`config.mk`:
```
export PLATFORM = sky130hd
export DESIGN_NAME = ellipse_fan_vertex_generator
export DESIGN_NICKNAME = d
export VERILOG_FILES = /design/src/rtl/efvg_pkg.sv /design/src/rtl/ellipse_fan_vertex_generator.sv /design/src/rtl/efvg_cordic.sv /design/src/rtl/efvg_datapath.sv /design/src/rtl/efvg_ctrl.sv
export VERILOG_INCLUDE_DIRS = /design/src /design/src/rtl
export SDC_FILE = /design/constraint.sdc
export NUM_CORES = 2
export LEC_CHECK = 0
export BUFFER_PORTS_ARGS = -buffer_cell sky130_fd_sc_hd__buf_2
export CAP_MARGIN = 20
export CORE_ASPECT_RATIO = 0.7
export CORE_MARGIN = 2
export CORE_UTILIZATION = 66
export DETAILED_ROUTE_END_ITERATION = 12
export PLACE_DENSITY = 0.93
export SLEW_MARGIN = 0
export SYNTH_ARGS = -nofsm -noshare
export SYNTH_HDL_FRONTEND = slang
export SYNTH_HIERARCHICAL = 1
export SYNTH_SLANG_ARGS = --single-unit
```
`constraint.sdc`:
```
create_clock -name clk -period 10.1 [get_ports clk]
set_input_delay 2.02 -clock clk [delete_from_list [all_inputs] [get_ports clk]]
set_output_delay 2.02 -clock clk [all_outputs]
set_load 0.05 [all_outputs]
```
`src/rtl/ellipse_fan_vertex_generator_defines.svh`:
```
// Assertion macros shared by the ellipse fan vertex generator RTL.
`ifndef ELLIPSE_FAN_VERTEX_GENERATOR_DEFINES_SVH
`define ELLIPSE_FAN_VERTEX_GENERATOR_DEFINES_SVH

`ifndef SYNTH
// The condition must hold at every clock edge outside reset.
`define EFVG_ASSERT_ALWAYS(label, cond, msg) \
    label: assert property (@(posedge clk) disable iff (!rst_n) (cond)) else $error(msg);
// The consequent must hold in the same cycle as the antecedent.
`define EFVG_ASSERT_IMPL(label, ante, cons, msg) \
    label: assert property (@(posedge clk) disable iff (!rst_n) (ante) |-> (cons)) \
        else $error(msg);
// The consequent must hold in the cycle after the antecedent.
`define EFVG_ASSERT_NEXT(label, ante, cons, msg) \
    label: assert property (@(posedge clk) disable iff (!rst_n) (ante) |=> (cons)) \
        else $error(msg);
`else
`define EFVG_ASSERT_ALWAYS(label, cond, msg)
`define EFVG_ASSERT_IMPL(label, ante, cons, msg)
`define EFVG_ASSERT_NEXT(label, ante, cons, msg)
`endif

`endif

```
`src/rtl/efvg_pkg.sv`:
```
// Shared constants, types and arithmetic helpers of the ellipse fan vertex generator.
`default_nettype none

package efvg_pkg;

    localparam int CORDIC_STEPS_DEF = 16;

    localparam logic [5:0] MIN_POINTS = 6'd3;
    localparam logic [5:0] MAX_POINTS = 6'd62;
    localparam logic [5:0] PC_RESET   = 6'd30;

    // One quotient bit per cycle for 2^32 / n, a 33-bit dividend.
    localparam logic [5:0] DIV_STEPS = 6'd33;

    localparam logic [31:0]        QUARTER_PHASE = 32'h4000_0000;
    localparam logic signed [33:0] QUARTER_TURN  = 34'sh0_4000_0000;
    localparam logic signed [33:0] HALF_TURN     = 34'sh0_8000_0000;
    localparam logic signed [33:0] CORDIC_X0     = 34'sh0_26DD_3B6A;
    localparam logic signed [49:0] PLACE_HALF    = 50'sh4000_0000;

    // Commands from the controller to the datapath.
    typedef struct packed {
        logic load;
        logic cordic_start;
        logic mul_en;
        logic mul_y;
        logic px_en;
        logic out_rim;
        logic out_last;
    } efvg_cmd_t;

    // Status from the datapath to the controller.
    typedef struct packed {
        logic div_done;
        logic cordic_done;
        logic out_free;
        logic idx_last_rim;
    } efvg_sts_t;

    // Rounded atan(2^-k) in binary-angle units, a full turn being 2^32.
    function automatic logic [29:0] atan_turns(input logic [4:0] k);
        logic [29:0] v;
        case (k)
            5'd0:    v = 30'd536870912;
            5'd1:    v = 30'd316933406;
            5'd2:    v = 30'd167458907;
            5'd3:    v = 30'd85004756;
            5'd4:    v = 30'd42667331;
            5'd5:    v = 30'd21354465;
            5'd6:    v = 30'd10679838;
            5'd7:    v = 30'd5340245;
            5'd8:    v = 30'd2670163;
            5'd9:    v = 30'd1335087;
            5'd10:   v = 30'd667544;
            5'd11:   v = 30'd333772;
            5'd12:   v = 30'd166886;
            5'd13:   v = 30'd83443;
            5'd14:   v = 30'd41722;
            5'd15:   v = 30'd20861;
            5'd16:   v = 30'd10430;
            5'd17:   v = 30'd5215;
            5'd18:   v = 30'd2608;
            5'd19:   v = 30'd1304;
            5'd20:   v = 30'd652;
            5'd21:   v = 30'd326;
            5'd22:   v = 30'd163;
            5'd23:   v = 30'd81;
            default: v = 30'd0;
        endcase
        return v;
    endfunction

    // Edge plus half the size plus the scaled rim offset, rounded half up and saturated.
    function automatic logic [15:0] place(input logic signed [15:0] edge_v,
                                          input logic [14:0] size,
                                          input logic signed [49:0] prod);
        logic signed [49:0] sum;
        logic signed [18:0] q;
        logic [15:0]        r;
        sum = $signed({{3{edge_v[15]}}, edge_v, 31'b0}) + $signed({5'b0, size, 30'b0})
            + prod + PLACE_HALF;
        q = sum[49:31];
        if (q > 19'sd32767) begin
            r = 16'h7FFF;
        end
        else if (q < -19'sd32768) begin
            r = 16'h8000;
        end
        else begin
            r = q[15:0];
        end
        return r;
    endfunction

endpackage

`default_nettype wire

```
`src/rtl/ellipse_fan_vertex_generator.sv`:
```
// Top level of the ellipse triangle-fan vertex generator.
// The first vertex to leave after the input transaction is the center; each rim vertex then
// waits on the iterative CORDIC unit, and a busy output register can stall the sequence.
// Reset is asynchronous, active low; point_count returns to 30 and no vertex is pending.
`default_nettype none
`include "ellipse_fan_vertex_generator_defines.svh"

module ellipse_fan_vertex_generator #(
    parameter int CORDIC_STEPS = efvg_pkg::CORDIC_STEPS_DEF
) (
    input  wire logic               clk,
    input  wire logic               rst_n,

    input  wire logic               cfg_valid,
    output logic                    cfg_ready,
    input  wire logic [5:0]         point_count,

    input  wire logic               in_valid,
    output logic                    in_ready,
    input  wire logic signed [15:0] left,
    input  wire logic signed [15:0] top,
    input  wire logic [14:0]        width,
    input  wire logic [14:0]        height,

    output logic                    out_valid,
    input  wire logic               out_ready,
    output logic [5:0]              vertex_index,
    output logic signed [15:0]      pos_x,
    output logic signed [15:0]      pos_y,
    output logic                    last
);

    // The block works on one request at a time. A request transaction starts a division of
    // a full turn by the point count; its quotient and remainder then step the rim phase
    // exactly, so no divider is needed per vertex. The center is emitted first, then each
    // rim point is rotated by the CORDIC unit, scaled by the half box size on one shared
    // multiplier (x, then y) and placed in the output register. The fan closes with a copy
    // of the first rim point flagged last.
    //
    // The output register decouples the sides: a new request transaction is accepted as soon
    // as the final vertex is loaded, even while that vertex still waits for out_ready.
    // Configuration writes are always taken; they are meant to arrive while the block is idle.

    efvg_pkg::efvg_cmd_t cmd;
    efvg_pkg::efvg_sts_t sts;

    assign cfg_ready = 1'b1;

    efvg_ctrl u_ctrl (
        .clk     (clk),
        .rst_n   (rst_n),
        .in_valid(in_valid),
        .in_ready(in_ready),
        .sts     (sts),
        .cmd     (cmd)
    );

    efvg_datapath #(
        .CORDIC_STEPS(CORDIC_STEPS)
    ) u_datapath (
        .clk             (clk),
        .rst_n           (rst_n),
        .cmd             (cmd),
        .sts             (sts),
        .cfg_valid       (cfg_valid),
        .cfg_point_count (point_count),
        .in_left         (left),
        .in_top          (top),
        .in_width        (width),
        .in_height       (height),
        .out_valid       (out_valid),
        .out_ready       (out_ready),
        .out_vertex_index(vertex_index),
        .out_pos_x       (pos_x),
        .out_pos_y       (pos_y),
        .out_last        (last)
    );

    // Once a request is taken the block is busy with it in the next cycle.
    `EFVG_ASSERT_NEXT(a_busy_after_accept, in_valid && in_ready, !in_ready, "accepted while busy")
    // A vertex is only loaded when the output register is empty or being drained.
    `EFVG_ASSERT_IMPL(a_no_overwrite, cmd.out_rim || cmd.out_last, sts.out_free, "vertex lost")
    // Rim and closing vertices never load in the same cycle.
    `EFVG_ASSERT_ALWAYS(a_single_load, !(cmd.out_rim && cmd.out_last), "double vertex load")
    // A fan has at least three rim points, so the closing vertex index is at least four.
    `EFVG_ASSERT_IMPL(a_last_index, out_valid && last, vertex_index >= 6'd4, "short fan")

endmodule

`default_nettype wire

```
`src/rtl/efvg_cordic.sv`:
```
// Iterative CORDIC rotation giving cosine and sine of a binary angle less a quarter turn, in Q4.30.
`default_nettype none

module efvg_cordic #(
    parameter int CORDIC_STEPS = efvg_pkg::CORDIC_STEPS_DEF
) (
    input  wire logic               clk,
    input  wire logic               rst_n,
    input  wire logic               start,
    input  wire logic [31:0]        phase,
    output logic                    done,
    output logic signed [33:0]      cos_out,
    output logic signed [33:0]      sin_out
);

    localparam int KW = $clog2(CORDIC_STEPS);
    localparam logic [KW-1:0] K_LAST = KW'(CORDIC_STEPS - 1);

    logic              busy_reg, busy_next;
    logic              done_reg, done_next;
    logic [KW-1:0]     k_reg, k_next;
    logic signed [33:0] x_reg, x_next;
    logic signed [33:0] y_reg, y_next;
    logic signed [33:0] a_reg, a_next;
    logic              neg_reg, neg_next;

    logic [31:0]        ph;
    logic signed [33:0] a_in;
    logic signed [33:0] a_fold;
    logic               fold_neg;
    logic signed [33:0] dx;
    logic signed [33:0] dy;
    logic signed [33:0] at;

    always_comb
    begin
        ph   = phase - efvg_pkg::QUARTER_PHASE;
        a_in = $signed({{2{ph[31]}}, ph});
        if (a_in > efvg_pkg::QUARTER_TURN) begin
            a_fold   = a_in - efvg_pkg::HALF_TURN;
            fold_neg = 1'b1;
        end
        else if (a_in < -efvg_pkg::QUARTER_TURN) begin
            a_fold   = a_in + efvg_pkg::HALF_TURN;
            fold_neg = 1'b1;
        end
        else begin
            a_fold   = a_in;
            fold_neg = 1'b0;
        end

        dx = y_reg >>> k_reg;
        dy = x_reg >>> k_reg;
        at = $signed({4'b0, efvg_pkg::atan_turns(5'(k_reg))});

        busy_next = busy_reg;
        done_next = done_reg;
        k_next    = k_reg;
        x_next    = x_reg;
        y_next    = y_reg;
        a_next    = a_reg;
        neg_next  = neg_reg;

        if (start) begin
            busy_next = 1'b1;
            done_next = 1'b0;
            k_next    = '0;
            x_next    = efvg_pkg::CORDIC_X0;
            y_next    = '0;
            a_next    = a_fold;
            neg_next  = fold_neg;
        end
        else if (busy_reg) begin
            if (!a_reg[33]) begin
                x_next = x_reg - dx;
                y_next = y_reg + dy;
                a_next = a_reg - at;
            end
            else begin
                x_next = x_reg + dx;
                y_next = y_reg - dy;
                a_next = a_reg + at;
            end
            k_next = k_reg + KW'(1);
            if (k_reg == K_LAST) begin
                busy_next = 1'b0;
                done_next = 1'b1;
            end
        end
    end

    always_ff @(posedge clk or negedge rst_n)
    begin
        if (!rst_n) begin
            busy_reg <= 1'b0;
            done_reg <= 1'b0;
            k_reg    <= '0;
        end
        else begin
            busy_reg <= busy_next;
            done_reg <= done_next;
            k_reg    <= k_next;
        end
    end

    always_ff @(posedge clk)
    begin
        x_reg   <= x_next;
        y_reg   <= y_next;
        a_reg   <= a_next;
        neg_reg <= neg_next;
    end

    assign done    = done_reg;
    assign cos_out = neg_reg ? -x_reg : x_reg;
    assign sin_out = neg_reg ? -y_reg : y_reg;

endmodule

`default_nettype wire

```
`src/rtl/efvg_datapath.sv`:
```
// Datapath: configuration, step divider, phase accumulator, CORDIC, placement, output register.
`default_nettype none

module efvg_datapath #(
    parameter int CORDIC_STEPS = efvg_pkg::CORDIC_STEPS_DEF
) (
    input  wire logic                clk,
    input  wire logic                rst_n,
    input  wire efvg_pkg::efvg_cmd_t cmd,
    output efvg_pkg::efvg_sts_t      sts,
    input  wire logic                cfg_valid,
    input  wire logic [5:0]          cfg_point_count,
    input  wire logic signed [15:0]  in_left,
    input  wire logic signed [15:0]  in_top,
    input  wire logic [14:0]         in_width,
    input  wire logic [14:0]         in_height,
    output logic                     out_valid,
    input  wire logic                out_ready,
    output logic [5:0]               out_vertex_index,
    output logic signed [15:0]       out_pos_x,
    output logic signed [15:0]       out_pos_y,
    output logic                     out_last
);

    logic [5:0] pc_reg;

    logic signed [15:0] left_reg, top_reg;
    logic [14:0]        w_reg, h_reg;
    logic [5:0]         n_reg;
    logic [5:0]         n_eff;

    logic [5:0]  div_cnt_reg;
    logic [5:0]  rem_reg, rem_next;
    logic [31:0] quo_reg;
    logic        div_bit;
    logic [6:0]  rem_sh;
    logic        div_ge;

    logic [31:0] acc_reg, acc_next;
    logic [5:0]  racc_reg, racc_next;
    logic [6:0]  rsum;
    logic        carry;

    logic [5:0] idx_reg;

    logic               cordic_done;
    logic signed [33:0] cos_v, sin_v;

    logic signed [33:0] t_sel;
    logic [14:0]        size_sel;
    logic signed [15:0] size_s;
    logic signed [49:0] prod_next, prod_reg;
    logic [15:0]        px_reg;
    logic [15:0]        py;
    logic [15:0]        fx_reg, fy_reg;

    logic        ov_reg;
    logic [5:0]  oidx_reg;
    logic [15:0] ox_reg, oy_reg;
    logic        olast_reg;
    logic        out_free;

    efvg_cordic #(
        .CORDIC_STEPS(CORDIC_STEPS)
    ) u_cordic (
        .clk    (clk),
        .rst_n  (rst_n),
        .start  (cmd.cordic_start),
        .phase  (acc_reg),
        .done   (cordic_done),
        .cos_out(cos_v),
        .sin_out(sin_v)
    );

    always_comb
    begin
        if (pc_reg < efvg_pkg::MIN_POINTS) begin
            n_eff = efvg_pkg::MIN_POINTS;
        end
        else if (pc_reg > efvg_pkg::MAX_POINTS) begin
            n_eff = efvg_pkg::MAX_POINTS;
        end
        else begin
            n_eff = pc_reg;
        end

        // Restoring division of 2^32 by n, one quotient bit per cycle.
        div_bit = (div_cnt_reg == efvg_pkg::DIV_STEPS);
        rem_sh  = {rem_reg, div_bit};
        div_ge  = (rem_sh >= {1'b0, n_reg});
        rem_next = div_ge ? 6'(rem_sh - {1'b0, n_reg}) : rem_sh[5:0];

        // Phase of rim point i is i*q + floor(i*r/n), tracked with a running remainder.
        rsum      = {1'b0, racc_reg} + {1'b0, rem_reg};
        carry     = (rsum >= {1'b0, n_reg});
        racc_next = carry ? 6'(rsum - {1'b0, n_reg}) : rsum[5:0];
        acc_next  = acc_reg + quo_reg + {31'b0, carry};

        if (idx_reg == 6'd0) begin
            t_sel = '0;
        end
        else begin
            t_sel = cmd.mul_y ? sin_v : cos_v;
        end
        size_sel  = cmd.mul_y ? h_reg : w_reg;
        size_s    = $signed({1'b0, size_sel});
        prod_next = 50'(t_sel) * 50'(size_s);

        py = efvg_pkg::place(top_reg, h_reg, prod_reg);

        out_free = !ov_reg || out_ready;
    end

    always_ff @(posedge clk or negedge rst_n)
    begin
        if (!rst_n) begin
            pc_reg      <= efvg_pkg::PC_RESET;
            div_cnt_reg <= '0;
            idx_reg     <= '0;
            ov_reg      <= 1'b0;
        end
        else begin
            if (cfg_valid) begin
                pc_reg <= cfg_point_count;
            end

            if (cmd.load) begin
                div_cnt_reg <= efvg_pkg::DIV_STEPS;
            end
            else if (div_cnt_reg != 6'd0) begin
                div_cnt_reg <= div_cnt_reg - 6'd1;
            end

            if (cmd.load) begin
                idx_reg <= '0;
            end
            else if (cmd.out_rim || cmd.out_last) begin
                idx_reg <= idx_reg + 6'd1;
            end

            if (cmd.out_rim || cmd.out_last) begin
                ov_reg <= 1'b1;
            end
            else if (out_ready) begin
                ov_reg <= 1'b0;
            end
        end
    end

    always_ff @(posedge clk)
    begin
        if (cmd.load) begin
            left_reg <= in_left;
            top_reg  <= in_top;
            w_reg    <= in_width;
            h_reg    <= in_height;
            n_reg    <= n_eff;
            rem_reg  <= '0;
            quo_reg  <= '0;
            acc_reg  <= '0;
            racc_reg <= '0;
        end
        else begin
            if (div_cnt_reg != 6'd0) begin
                rem_reg <= rem_next;
                quo_reg <= {quo_reg[30:0], div_ge};
            end
            if (cmd.out_rim && (idx_reg != 6'd0)) begin
                acc_reg  <= acc_next;
                racc_reg <= racc_next;
            end
        end

        if (cmd.mul_en) begin
            prod_reg <= prod_next;
        end
        if (cmd.px_en) begin
            px_reg <= efvg_pkg::place(left_reg, w_reg, prod_reg);
        end
        if (cmd.out_rim && (idx_reg == 6'd1)) begin
            fx_reg <= px_reg;
            fy_reg <= py;
        end

        if (cmd.out_rim) begin
            oidx_reg  <= idx_reg;
            ox_reg    <= px_reg;
            oy_reg    <= py;
            olast_reg <= 1'b0;
        end
        else if (cmd.out_last) begin
            oidx_reg  <= idx_reg;
            ox_reg    <= fx_reg;
            oy_reg    <= fy_reg;
            olast_reg <= 1'b1;
        end
    end

    always_comb
    begin
        sts.div_done     = (div_cnt_reg == 6'd0);
        sts.cordic_done  = cordic_done;
        sts.out_free     = out_free;
        sts.idx_last_rim = (idx_reg == n_reg);
    end

    assign out_valid        = ov_reg;
    assign out_vertex_index = oidx_reg;
    assign out_pos_x        = ox_reg;
    assign out_pos_y        = oy_reg;
    assign out_last         = olast_reg;

endmodule

`default_nettype wire

```
`src/rtl/efvg_ctrl.sv`:
```
// Controller state machine sequencing one fan request through the datapath.
`default_nettype none

module efvg_ctrl (
    input  wire logic                clk,
    input  wire logic                rst_n,
    input  wire logic                in_valid,
    output logic                     in_ready,
    input  wire efvg_pkg::efvg_sts_t sts,
    output efvg_pkg::efvg_cmd_t      cmd
);

    typedef enum logic [7:0] {
        ST_IDLE  = 8'b0000_0001,
        ST_DIV   = 8'b0000_0010,
        ST_START = 8'b0000_0100,
        ST_ROT   = 8'b0000_1000,
        ST_MULX  = 8'b0001_0000,
        ST_MULY  = 8'b0010_0000,
        ST_EMIT  = 8'b0100_0000,
        ST_LAST  = 8'b1000_0000
    } state_t;

    state_t state_reg, state_next;

    always_comb
    begin
        state_next = state_reg;
        cmd        = '0;
        in_ready   = 1'b0;

        case (state_reg)
            ST_IDLE: begin
                in_ready = 1'b1;
                if (in_valid) begin
                    cmd.load   = 1'b1;
                    state_next = ST_DIV;
                end
            end
            ST_DIV: begin
                if (sts.div_done) begin
                    state_next = ST_MULX;
                end
            end
            ST_START: begin
                cmd.cordic_start = 1'b1;
                state_next       = ST_ROT;
            end
            ST_ROT: begin
                if (sts.cordic_done) begin
                    state_next = ST_MULX;
                end
            end
            ST_MULX: begin
                cmd.mul_en = 1'b1;
                state_next = ST_MULY;
            end
            ST_MULY: begin
                cmd.px_en  = 1'b1;
                cmd.mul_en = 1'b1;
                cmd.mul_y  = 1'b1;
                state_next = ST_EMIT;
            end
            ST_EMIT: begin
                if (sts.out_free) begin
                    cmd.out_rim = 1'b1;
                    if (sts.idx_last_rim) begin
                        state_next = ST_LAST;
                    end
                    else begin
                        state_next = ST_START;
                    end
                end
            end
            ST_LAST: begin
                if (sts.out_free) begin
                    cmd.out_last = 1'b1;
                    state_next   = ST_IDLE;
                end
            end
            default: begin
                state_next = ST_IDLE;
            end
        endcase
    end

    always_ff @(posedge clk or negedge rst_n)
    begin
        if (!rst_n) begin
            state_reg <= ST_IDLE;
        end
        else begin
            state_reg <= state_next;
        end
    end

endmodule

`default_nettype wire
```
==> results.toml <==
[worst_setup_path]
path_depth = 33
path_class = "reg2reg"
crit_path_start = "u_datapath/u_cordic/y_reg[8]$_SDFFE_PP0P_"
r2r_slack_ns = 0.40
crit_buf_inv = 5
cpMaxStageDelayCell = "fa_2"
path_max_fanout = 9
r2r_start = "u_datapath/u_cordic/y_reg[8]$_SDFFE_PP0P_"
crit_path_start_kind = "register"
setup.worst_path.end = "u_datapath/prod_reg[46]$_DFFE_PP_"
slowest_delay_ns = 0.68
worstPathArrival_ns = 10.03
r2r.worst_path.cells = 33
rr_endpoint = "u_datapath/prod_reg[46]$_DFFE_PP_"
required_ns = 10.44
critPathTopFamily = "adder cells"
worstSetupEndpointType = "register"

[floorplan]
core-area_mm2 = 0.0736
start_util_pct = 66.9
io_pins = 115
fp-row-count = 83
dieWidth_um = 330
fp.dieH_um = 233
die-area_mm2 = 0.0768

[routing]
ant_nets = 0
routed_via_density = 6.68
drt_first_pass_iters = 9
num_vias = 43001
drtIter0Drc = 5777
drc = 0
drt-total-wl_um = 147000
wl_per_cell_um = 22.8

[hold_path]
hp-class = "reg2reg"

[place]
gp_congestion = 1.01
dpl_worst_slack_ns = 0.306
placed_cell_area_mm2 = 0.0504
port_buffers = 113
hpwl_um = 110000

[clock_tree]
cts_buffers = 41
htreeDepth = 2
cts_buffer_depth = 3
clk_pin_slew_ns = 0.07
cts_tree = "done"
root_buffer = "clkbuf_16"
holdBufCountCts = 0
clk_latency_ns = 0.62
clock-sinks = 387

[layout]
nFillCells = 5037
multi_input_area_mm2 = 0.0357
drive_gt1_share_pct = 9.49
nets = 6352
final_area_mm2 = 0.0519
seq_area_mm2 = 0.0100
area_growth_pct = 5.37

[synth]
synth_area_mm2 = 0.0492
synth_edf_count = 209
ys_seq_area_share_pct = 20.3
ys_top_cells_by_area = "fa_1 21%, edfxtp_1 13%, ha_1 8.4%, dfxtp_1 5.9%, nand2_1 5.4%"
synth_top_area_cell = "fa_1"
ys.flop_type = "edfxtp_1"
avgSynthCellArea_um2 = 8.96
ys_ff_latch = 387
ys_types = 113
async_flop_share_pct = 8.53
yosysWarnings = 6
synth_cells = 5497
synth_top_area_share_pct = 21.0
synth_fp_nets = 6418

[power]
ir_drop_mv = 0.214
powerDensity_mw_per_mm2 = 259
power_switching_uw = 6770
leakage_uw = 0.0226
seq_power_share_pct = 20.4
p_int_uw = 6670
netSwitchingFraction_pct = 50.4
clkPwrFrac_pct = 11.9
p_comb_share_pct = 67.6
fin_total_pwr_uw = 13400

[sta]
max_slew_margin_pct = 31.2
slew_violations = 0
worst_pin_slew_ns = 1.01
post-route-period-util_pct = 96.0
setup_viol = 0
finalSetupTns_ns = 0
max_freq_mhz = 103
report.final.hold_viol_count = 0
finClkSkew_ns = 0.0473
period_needed_ns = 9.70
timing.final.ws_setup_ns = 0.403

[global_routing]
grt_use_total_pct = 38.3
overflow = 0
grt_pass1_wl_um = 230000
grt_pass1_vias = 42386
grt_max_degree = 79
antenna_found_initial = 4

[run_status]
status = "complete, no violations"

[run]
cap_violations = 0
## repair_timing
item                                    CTS  global route
endpoints found under the hold margin     0             0
setup buffers                             0             0
gates resized for setup                   0             7
endpoints found under the setup margin    0             7
## through the flow
stage | util (%) | hold slack [ns] | instances
2_1_floorplan | - | 0.420 | 5497
4_1_cts | 70.3 | 0.452 | 6435
6_report | 70.5 | 0.460 | 6442
5_1_grt | 70.4 | 0.466 | 6438
3_3_place_gp | 68.4 | 0.422 | 6362
3_5_place_dp | 68.4 | 0.439 | 6362
## power groups by stage
stage	clock (µW)	combinational, µW	sequential [µW]
finish	1610	9090	2750
global route	1670	9830	2760
CTS	1620	8770	2690
detailed placement	0	8640	2710
global placement	0	8350	2690
floorplan	0	6930	2340
## worst reg2reg max path, delay by kind of cell, from the launching register on
family                   cells  cell delay [ns]
AND/OR/NAND/NOR              8             2.32
AO/OA/AOI/OAI               10             2.20
flip-flops                   1             0.42
buffers and inverters        5             0.41
XOR/XNOR                     2             0.21
adder cells (fa/ha/maj)      7             3.50
multiplexers                 1             0.37
## per-layer routing
metal  vias to the layer above  global-route usage [%]  wire length [µm]
li1                      18524                       -                 -
met1                     20546                    51.1             54700
met2                      3348                    56.3             62400
met3                       577                    15.5             23800
met4                         6                    13.9              5990
met5                         -                       0                75
## cells in the final DEF, fill, tap and decap left out, drive strengths merged, types with 43 or more instances in the layout
master / synthesis / routed
a211oi: 63 / 63
a21o: 88 / 88
a21oi: 325 / 325
a31oi: 50 / 50
and2: 55 / 55
buf: 86 / 186
clkbuf: 209 / 49
dfxtp: 145 / 145
edfxtp: 209 / 209
fa: 517 / 517
ha: 331 / 331
inv: 623 / 628
mux2: 105 / 105
mux2i: 92 / 92
mux4: 77 / 77
nand2: 706 / 706
nand3: 71 / 71
nor2: 490 / 490
nor3: 57 / 57
o21a: 43 / 43
o21ai: 218 / 218
o31ai: 46 / 46
or3: 43 / 43
xnor2: 225 / 225
xor2: 98 / 98
## cell type report
cell class,instances,share of cell area [%]
Multi-Input combinational cell,4192,68.9
Sequential cell,387,19.3
Inverter,623,4.51
Tap cell,977,2.36
Clock buffer,49,2.19
Timing Repair Buffer,186,2.19
Clock inverter,24,0.506
Antenna cell,4,0.0193
## cell families after synthesis
| group | count (synthesis) | share of synthesized area [%] |
|---|---|---|
| DFF | 387 | 20.3 |
| xor gates and xnor gates | 323 | 5.75 |
| buffers and inverters | 918 | 7.34 |
| muxes | 274 | 7.87 |
| and+or+nand+nor | 1672 | 15.2 |
| AOI/OAI and AO/OA | 1073 | 14.0 |
| adders and majority gates | 849 | 29.5 |
| other | 1 | 0.00762 |
## cells in the mapped netlist, drive strengths merged, types with 88 or more instances
master,number
a21oi,325
xnor2,225
dfxtp,145
nand2,706
clkbuf,209
inv,623
fa,517
a21o,88
edfxtp,209
o21ai,218
nor2,490
mux2i,92
xor2,98
ha,331
mux2,105
## worst min path at each step
stage / to / slack (ns) / cells past startpoint / start
2_1_floorplan: u_datapath/fx_reg[0]$_DFFE_PP_ / 0.42 / 0 / u_datapath/px_reg[0]$_SDFFCE_PN1P_
3_3_place_gp: u_datapath/fx_reg[10]$_DFFE_PP_ / 0.42 / 0 / u_datapath/px_reg[10]$_SDFFCE_PN1P_
3_5_place_dp: u_datapath/fx_reg[15]$_DFFE_PP_ / 0.44 / 0 / u_datapath/px_reg[15]$_SDFFCE_PN0P_
4_1_cts: u_datapath/fx_reg[10]$_DFFE_PP_ / 0.45 / 0 / u_datapath/px_reg[10]$_SDFFCE_PN1P_
5_1_grt: u_datapath/fx_reg[15]$_DFFE_PP_ / 0.47 / 0 / u_datapath/px_reg[15]$_SDFFCE_PN0P_
6_report: u_datapath/fx_reg[4]$_DFFE_PP_ / 0.46 / 0 / u_datapath/px_reg[4]$_SDFFCE_PN1P_
Power figures use the tool's default switching activity.
